$ cat src/hw/rtl/overwrite_ring_message_queue_core_macros.svh
// ----------------------------------------------------------------------------
// overwrite_ring_message_queue_core_macros
// Assertion helpers shared by the queue core.
// ----------------------------------------------------------------------------
`ifndef OVERWRITE_RING_MESSAGE_QUEUE_CORE_MACROS_SVH
`define OVERWRITE_RING_MESSAGE_QUEUE_CORE_MACROS_SVH

// same-cycle implication, disabled while in reset
`define ORQ_ASSERT_NOW(lbl, clk, rst_n, ante, cons) \
    lbl: assert property (@(posedge clk) disable iff (!rst_n) (ante) |-> (cons)) \
        else $error("queue check failed");

// next-cycle implication, disabled while in reset
`define ORQ_ASSERT_NEXT(lbl, clk, rst_n, ante, cons) \
    lbl: assert property (@(posedge clk) disable iff (!rst_n) (ante) |=> (cons)) \
        else $error("queue check failed");

`endif

$ cat src/hw/rtl/orq_pkg.sv
`timescale 1ns / 1ps
// ----------------------------------------------------------------------------
// orq_pkg
// Sizes, codes and controller/datapath interface types of the message queue.
// ----------------------------------------------------------------------------
package orq_pkg;

    localparam int MSG_BYTES  = 32;
    localparam int SLOT_COUNT = 256;
    localparam int EOM_POS    = 1;
    localparam int EOM_MASK   = 63;

    // byte that carries the end-of-message index
    localparam int EOM_SRC = (EOM_POS < MSG_BYTES) ? EOM_POS : 0;

    localparam int BYTE_W  = 8;
    localparam int OP_W    = 2;
    localparam int EOM_W   = 6;
    localparam int COUNT_W = 9;
    localparam int IDX_W   = $clog2(MSG_BYTES);
    localparam int SLOT_W  = (SLOT_COUNT > 1) ? $clog2(SLOT_COUNT) : 1;
    localparam int ADDR_W  = $clog2(SLOT_COUNT * MSG_BYTES);
    localparam int CFG_W   = 1;

    localparam logic [CFG_W-1:0] CFG_SAMPLING = 1'b0;
    localparam logic [CFG_W-1:0] CFG_SENDING  = 1'b1;

    typedef enum logic [OP_W-1:0] {
        OP_PUSH   = 2'd0,
        OP_READ   = 2'd1,
        OP_DELETE = 2'd2
    } op_t;

    typedef enum logic [2:0] {
        ST_IDLE,
        ST_COPY,
        ST_RESP,
        ST_RD_ADDR,
        ST_RD_DATA
    } state_t;

    typedef struct packed {
        logic flags_clr;
        logic stage_push;
        logic idx_clr;
        logic idx_inc;
        logic copy_wr;
        logic commit;
        logic set_empty;
        logic del;
        logic rd_en;
        logic load_byte;
        logic load_resp;
    } cmd_t;

    typedef struct packed {
        logic fill_last;
        logic gate_open;
        logic held_zero;
        logic idx_last;
        logic out_free;
    } status_t;

endpackage

$ cat src/hw/rtl/orq_ctrl.sv
`timescale 1ns / 1ps
// ----------------------------------------------------------------------------
// orq_ctrl
// Sequencer for push, commit copy, read stream, delete and single responses.
// ----------------------------------------------------------------------------
module orq_ctrl (
    input  logic              aclk,
    input  logic              aresetn,
    input  logic              s_tvalid,
    output logic              s_tready,
    input  orq_pkg::op_t      op,
    input  orq_pkg::status_t  status,
    output orq_pkg::cmd_t     cmd
);

    orq_pkg::state_t state_reg;
    orq_pkg::state_t state_next;

    always_ff @(posedge aclk) begin
        if (!aresetn) begin
            state_reg <= orq_pkg::ST_IDLE;
        end else begin
            state_reg <= state_next;
        end
    end

    always_comb begin
        state_next = state_reg;
        cmd        = '0;
        s_tready   = 1'b0;
        unique case (state_reg)
            orq_pkg::ST_IDLE: begin
                s_tready = 1'b1;
                if (s_tvalid) begin
                    cmd.flags_clr = 1'b1;
                    cmd.idx_clr   = 1'b1;
                    case (op)
                        orq_pkg::OP_PUSH: begin
                            cmd.stage_push = 1'b1;
                            if (status.fill_last && status.gate_open) begin
                                state_next = orq_pkg::ST_COPY;
                            end else begin
                                state_next = orq_pkg::ST_RESP;
                            end
                        end
                        orq_pkg::OP_READ: begin
                            if (status.held_zero) begin
                                cmd.set_empty = 1'b1;
                                state_next    = orq_pkg::ST_RESP;
                            end else begin
                                state_next = orq_pkg::ST_RD_ADDR;
                            end
                        end
                        orq_pkg::OP_DELETE: begin
                            cmd.set_empty = status.held_zero;
                            cmd.del       = !status.held_zero;
                            state_next    = orq_pkg::ST_RESP;
                        end
                        default: begin
                            state_next = orq_pkg::ST_RESP;
                        end
                    endcase
                end
            end
            orq_pkg::ST_COPY: begin
                cmd.copy_wr = 1'b1;
                if (status.idx_last) begin
                    cmd.commit = 1'b1;
                    state_next = orq_pkg::ST_RESP;
                end else begin
                    cmd.idx_inc = 1'b1;
                end
            end
            orq_pkg::ST_RESP: begin
                if (status.out_free) begin
                    cmd.load_resp = 1'b1;
                    state_next    = orq_pkg::ST_IDLE;
                end
            end
            orq_pkg::ST_RD_ADDR: begin
                cmd.rd_en  = 1'b1;
                state_next = orq_pkg::ST_RD_DATA;
            end
            orq_pkg::ST_RD_DATA: begin
                // read data holds until the next address is issued
                if (status.out_free) begin
                    cmd.load_byte = 1'b1;
                    if (status.idx_last) begin
                        state_next = orq_pkg::ST_IDLE;
                    end else begin
                        cmd.idx_inc = 1'b1;
                        state_next  = orq_pkg::ST_RD_ADDR;
                    end
                end
            end
            default: begin
                state_next = orq_pkg::ST_IDLE;
            end
        endcase
    end

endmodule

$ cat config.mk
export PLATFORM = sky130hd
export DESIGN_NAME = orq_ctrl
export DESIGN_NICKNAME = d
export VERILOG_FILES = /design/src/hw/rtl/overwrite_ring_message_queue_core_macros.svh /design/src/hw/rtl/orq_pkg.sv /design/src/hw/rtl/orq_ctrl.sv
export SDC_FILE = /design/constraint.sdc
export NUM_CORES = 1
export LEC_CHECK = 0
export BUFFER_PORTS_ARGS = -buffer_cell sky130_fd_sc_hd__buf_2
export CORE_AREA = 2 2 39 41
export CTS_BUF_LIST = sky130_fd_sc_hd__clkbuf_2 sky130_fd_sc_hd__clkbuf_4 sky130_fd_sc_hd__clkbuf_8
export DETAILED_ROUTE_END_ITERATION = 12
export DIE_AREA = 0 0 41 43
export GPL_ROUTABILITY_DRIVEN = 0
export HOLD_SLACK_MARGIN = 0.1
export PLACE_DENSITY = 0.63
export SYNTH_ARGS = -nofsm -noshare
export SYNTH_HDL_FRONTEND = slang
export SYNTH_SLANG_ARGS = --single-unit
$ cat constraint.sdc
create_clock -name aclk -period 1.7 [get_ports aclk]
set_clock_uncertainty 0.2 [all_clocks]
set_input_delay 0.34 -clock aclk [delete_from_list [all_inputs] [get_ports aclk]]
set_output_delay 0.34 -clock aclk [all_outputs]
set_load 0.01 [all_outputs]
==> results of run 1 <==
## logic make-up (layout without fill, tap and decap cells)
| family | after synthesis | in the layout | synth area share |
|---|---|---|---|
| AOI/OAI and AO/OA | 9 | 9 | 0.178 |
| and+or+nand+nor | 25 | 25 | 0.411 |
| adders and majority gates | 3 | 3 | 0.105 |
| DFF | 3 | 3 | 0.167 |
| buffers and inverters | 8 | 38 | 0.111 |
| muxes | 1 | 1 | 0.0279 |
## cell usage after synthesis
library cell  n  area share
nor3b_1       2       0.042
nor2b_1       3       0.052
a21oi_1       2       0.028
o211ai_1      1       0.021
o41ai_1       1       0.024
and2_1        2       0.035
nand3_1       2       0.028
a21boi_0      1       0.021
buf_4         2       0.042
and3b_1       2       0.049
o221ai_1      1       0.024
buf_2         2       0.028
o21a_1        1       0.021
nor3_2        1       0.028
o21ai_0       1       0.014
ha_1          3        0.10
o31a_1        1       0.024
mux2i_1       1       0.028
nor3_1        2       0.028
and3_1        3       0.052
nand2_1       3       0.031
inv_1         4       0.042
dfxtp_1       3        0.17
nor2_1        3       0.031
nand2b_1      2       0.035
## where the power goes
group	switching (W)	leakage [nW]	internal, W
combinational	0.0000583	0.281	0.0000717
clock	0.0000417	0.0184	0.000104
sequential	0.0000111	0.0267	0.0000736
## through the flow
step                      setup slack, ns  TNS, ns
final                             -0.0717   -0.158
after global routing               -0.137   -0.431
after CTS                         -0.0799   -0.200
after detailed placement           0.0291        0
after global placement             0.0317        0
after floorplan                    0.0148        0
## metal layers
metal	global-route usage	part of all wire	vias up
met1	0.176	0.43	207
met2	0.191	0.44	24
met4	0.0600	0.012	0
met5	0	0	-
met3	0.0785	0.11	2
li1	-	-	231
## final timing paths
kind | end | cells past startpoint
setup / recovery | cmd[3] | 4
hold / removal | state_reg[2]$_SDFFE_PN0P_ | 2
setup reg to reg | state_reg[1]$_SDFFE_PN0P_ | 6
hold reg to reg | state_reg[0]$_SDFFE_PN0P_ | 2
## what timing repair did
item | 4_1_cts | 5_1_grt
buffers inserted | 4 | 1
resized for setup | 7 | 9
hold buffers | 0 | 0
hold endpoints to repair | 0 | 0
setup endpoints to repair | 11 | 9
pin swaps | 2 | 0
## area by class of cell
cell class	instances	area share
Timing Repair Buffer	30	0.296
Multi-Input combinational cell	38	0.483
Clock buffer	4	0.0487
Inverter	4	0.0243
Sequential cell	3	0.116
Tap cell	16	0.0325
## cell usage in the layout (no fill, tap or decap), types with 2 or more instances in the layout
| cell | instances |
|---|---|
| a21oi_1 | 2 |
| and3_1 | 3 |
| and3b_1 | 2 |
| buf_2 | 20 |
| buf_4 | 8 |
| buf_6 | 2 |
| clkbuf_4 | 4 |
| dfxtp_4 | 3 |
| ha_1 | 3 |
| inv_1 | 4 |
| nand2_1 | 3 |
| nand3_1 | 2 |
| nor2_2 | 2 |
| nor2b_1 | 2 |
| nor3_2 | 2 |
| nor3b_1 | 2 |
==> results.yml, run 1 <==
cts:
  cts_buffers: 3
  cts_root_buf: "clkbuf_4"
  cts_sinks: 3
  cts_buffer_depth: 2
  clk_latency_ns: 0.24
  path_clk_slew_ns: 0.04
  ctsHtreeMaxLevel: 1
  cts_tree: "built"
cells_and_area:
  final_util: 0.446
  fill_cells: 157
  drive_above_1_share: 0.570
  num_antenna_cells: 0
  register_area_um2: 71.3
  area_delta_synth_final_pct: 71.8
  final_nets: 93
  fin_area_um2: 617
  final_cells: 95
  largest_reg_flops: 3
  multi_input_area_um2: 298
critical_path:
  required_ns: 1.16
  slowest_delay_ns: 0.36
  timing.rr.start: "state_reg[0]$_SDFFE_PN0P_"
  cp-end-kind: "output pin"
  startpoint_type: "flip-flop"
  cp_cell_sequence: "nor3_4 -> and2_4 -> and3b_1 -> buf_2"
  arrival_ns: 1.23
  crit_family: "simple AND/OR/NAND/NOR gates"
  worstPathBufferInverterCount: 1
  critPathLaunch: "state_reg[0]$_SDFFE_PN0P_"
  crit_slowest_cell: "dfxtp_4"
  worstPathMaxFanout: 5
  critical_path_class: "reg2out"
  reg2reg_slack_ns: 0.32
global_route:
  antenna_found_initial: 0
  grt_max_degree: 10
  overflow: 0
  grt_pass1_wl_mm: 1.59
  first_global_vias: 404
  grt_usage: 0.140
yosys:
  synth_area_um2: 359
  synth_cell_types: 25
  post_synth.cell_area_avg_um2: 7.33
  syn-instance-count: 49
  yosysWarnings: 0
  syn_nets: 62
  seq_area_frac_synth: 0.167
  ys_seq_elements: 3
placement:
  place_inst: 86
  dpl_cell_area_um2: 495
  dpl.hpwl_um: 754
  io_buffers: 21
floorplanning:
  ios: 22
  die_y_um: 43
  dieArea_um2: 1760
  core_um2: 1380
  die_w_um: 41
  initial_utilization: 0.259
  fp-row-count: 14
drt:
  first_pass_iters: 2
  postRouteAntennaNets: 0
  drtIter0Drc: 9
  routed-via-count: 464
  via_per_inst: 4.88
  drc: 0
  routedWlPerCell_um: 11.0
  totalWireLength_mm: 1.04
power_and_ir_drop:
  p_leak_nw: 0.326
  p_per_area_nw_per_um2: 585
  p_total_w: 0.000361
  peakVddDrop_v: 0.000437
timing:
  layout_setup_ws_ns: -0.0717
  slew_headroom: 0.843
  fin_crit_ns: 1.77
  finalCritPeriodShare: 1.04
  fmax_ghz: 0.564
  timing_hold_violations_final: 0
  rsz0062_at_grt: "yes"
  setup_viol: 3
  max_slew.worst_pin.slew_ns: 0.232
  finalMaxSlewViolations: 0
  worst_hold_slack_ns: 0.153
worst_hold_path:
  min-delay-start: "aresetn"
  min_path_type: "in2reg"
run_status:
  status: "finished with violations"
  violations: "negative setup slack"
run:
  drv_cap: 0
(Power assumes the default switching activity.)
==> inputs of run 2 (changes only) <==
--- a/config.mk
+++ b/config.mk
@@ -12,7 +12,7 @@
 export DIE_AREA = 0 0 41 43
 export GPL_ROUTABILITY_DRIVEN = 0
 export HOLD_SLACK_MARGIN = 0.1
-export PLACE_DENSITY = 0.63
+export PLACE_DENSITY = 0.65
 export SYNTH_ARGS = -nofsm -noshare
 export SYNTH_HDL_FRONTEND = slang
 export SYNTH_SLANG_ARGS = --single-unit
==> constraint.sdc (replaced) <==
create_clock -name aclk -period 1.49 [get_ports aclk]
set_clock_uncertainty 0.2 [all_clocks]
set_input_delay 0.298 -clock aclk [delete_from_list [all_inputs] [get_ports aclk]]
set_output_delay 0.298 -clock aclk [all_outputs]
set_load 0.01 [all_outputs]
==> run 2 against run 1 <==
The run still ends with negative setup slack left; count of clock-buffer cells in the layout unchanged; die area is the same; cell area is 12% higher; worst setup slack worse by 0.15 ns; clock power up 14%; non-clock buffer count up 4; hold slack worse by 0.035 ns; critical path depth stayed put; combinational power grew 51%; critical path type unchanged.
==> results.yml, run 2 (same netlist as run 1, synthesis figures left out) <==
run_status:
  status: "finished with violations"
  violations: "negative setup slack"
cells_and_area:
  layout_common_cells: "buf_2, buf_4, buf_6"
  largest_reg_flops: 3
  drive_above_1_share: 0.651
  final_util: 0.500
  final_nets: 97
  final_common_cell: "buf_2"
  area_delta_synth_final_pct: 92.7
  num_antenna_cells: 0
  final_cells: 99
  fin_area_um2: 692
drt:
  via_per_inst: 4.77
  routedWlPerCell_um: 11.5
  drc: 0
  first_pass_iters: 3
  postRouteAntennaNets: 0
  routed-via-count: 472
  drtIter0Drc: 7
  totalWireLength_mm: 1.14
timing:
  fin_crit_ns: 1.71
  fmax_ghz: 0.585
  finalMaxSlewViolations: 0
  timing_hold_violations_final: 0
  finalCritPeriodShare: 1.15
  fin_setup_tns_ns: -1.54
  rsz0062_at_grt: "yes"
  max_slew.worst_pin.slew_ns: 0.218
  slew_headroom: 0.853
  setup_viol: 12
  layout_setup_ws_ns: -0.218
global_route:
  overflow: 0
  first_global_vias: 469
  grt_usage: 0.152
  grt_pass1_wl_mm: 1.78
  antenna_found_initial: 0
  grt_max_degree: 10
floorplanning:
  ios: 22
  fp-row-count: 14
  initial_utilization: 0.259
  die_y_um: 43
  die_w_um: 41
  dieArea_um2: 1760
  core_um2: 1380
power_and_ir_drop:
  p_per_area_nw_per_um2: 657
  p_total_w: 0.000454
  peakVddDrop_v: 0.000604
  p_leak_nw: 0.361
cts:
  cts_tree: "built"
  clk_latency_ns: 0.24
  path_clk_slew_ns: 0.04
  cts_buffers: 3
  cts_sinks: 3
  cts_hold_buf: 0
  cts_buffer_depth: 2
  ctsHtreeMaxLevel: 1
  cts_root_buf: "clkbuf_4"
critical_path:
  crit_family: "simple AND/OR/NAND/NOR gates"
  worstPathMaxFanout: 4
  worstPathBufferInverterCount: 1
  critical_path_class: "reg2out"
  arrival_ns: 1.21
  cp-end-kind: "output pin"
  required_ns: 0.99
  crit_slowest_cell: "dfxtp_4"
  cp_cell_sequence: "nor3_4 -> and2_4 -> and3b_1 -> buf_2"
  slowest_delay_ns: 0.35
  startpoint_type: "flip-flop"
worst_hold_path:
  min_path_type: "in2reg"
placement:
  dpl.hpwl_um: 792
  io_buffers: 21
  place_inst: 90
  dpl_cell_area_um2: 533
run:
  drv_cap: 0
-- run 2: final cells by class --
type / instances / area, um^2
well taps: 16 / 20.0
inverters: 4 / 15.0
clock buffers: 4 / 30.0
multi-input cells: 38 / 323
flip-flops and latches: 3 / 68.8
repair buffers: 34 / 235
fillers: 141 / 692
-- run 2: final timing paths --
path / end / depth (start not counted) / startpoint / slack, ns
setup reg to reg: state_reg[1]$_SDFFE_PN0P_ / 5 / state_reg[2]$_SDFFE_PN0P_ / 0.06
hold reg to reg: state_reg[1]$_SDFFE_PN0P_ / 3 / state_reg[0]$_SDFFE_PN0P_ / 0.51
hold / removal: state_reg[2]$_SDFFE_PN0P_ / 2 / aresetn / 0.12
setup / recovery: cmd[3] / 4 / state_reg[2]$_SDFFE_PN0P_ / -0.22
-- run 2: metrics by stage --
stage | hold slack (ns) | setup slack, ns
after floorplan | 0.216 | -0.0859
after global placement | 0.350 | -0.0403
after detailed placement | 0.358 | -0.117
after CTS | 0.111 | -0.220
after global routing | 0.107 | -0.288
final | 0.118 | -0.218
-- run 2: report_power, final --
part           internal (W)  total (W)  leakage (nW)  switching, W
clock              0.000119   0.000166        0.0184     0.0000475
sequential        0.0000838  0.0000915        0.0264    0.00000770
combinational      0.000113   0.000196         0.317     0.0000836
total              0.000315   0.000454         0.361      0.000139
-- run 2: routing by layer --
metal | vias to the layer above | wire, um | GRT usage
met3 | 0 | 92 | 0.0890
met2 | 21 | 592 | 0.238
li1 | 238 | - | -
met5 | - | 0 | 0
met4 | 0 | 0 | 0.0400
met1 | 213 | 450 | 0.169
-- run 2: timing repair --
action | 4_1_cts | 5_1_grt
setup endpoints to repair | 13 | 14
pin swaps | 4 | 2
resized for setup | 12 | 12
buffers inserted | 4 | 1
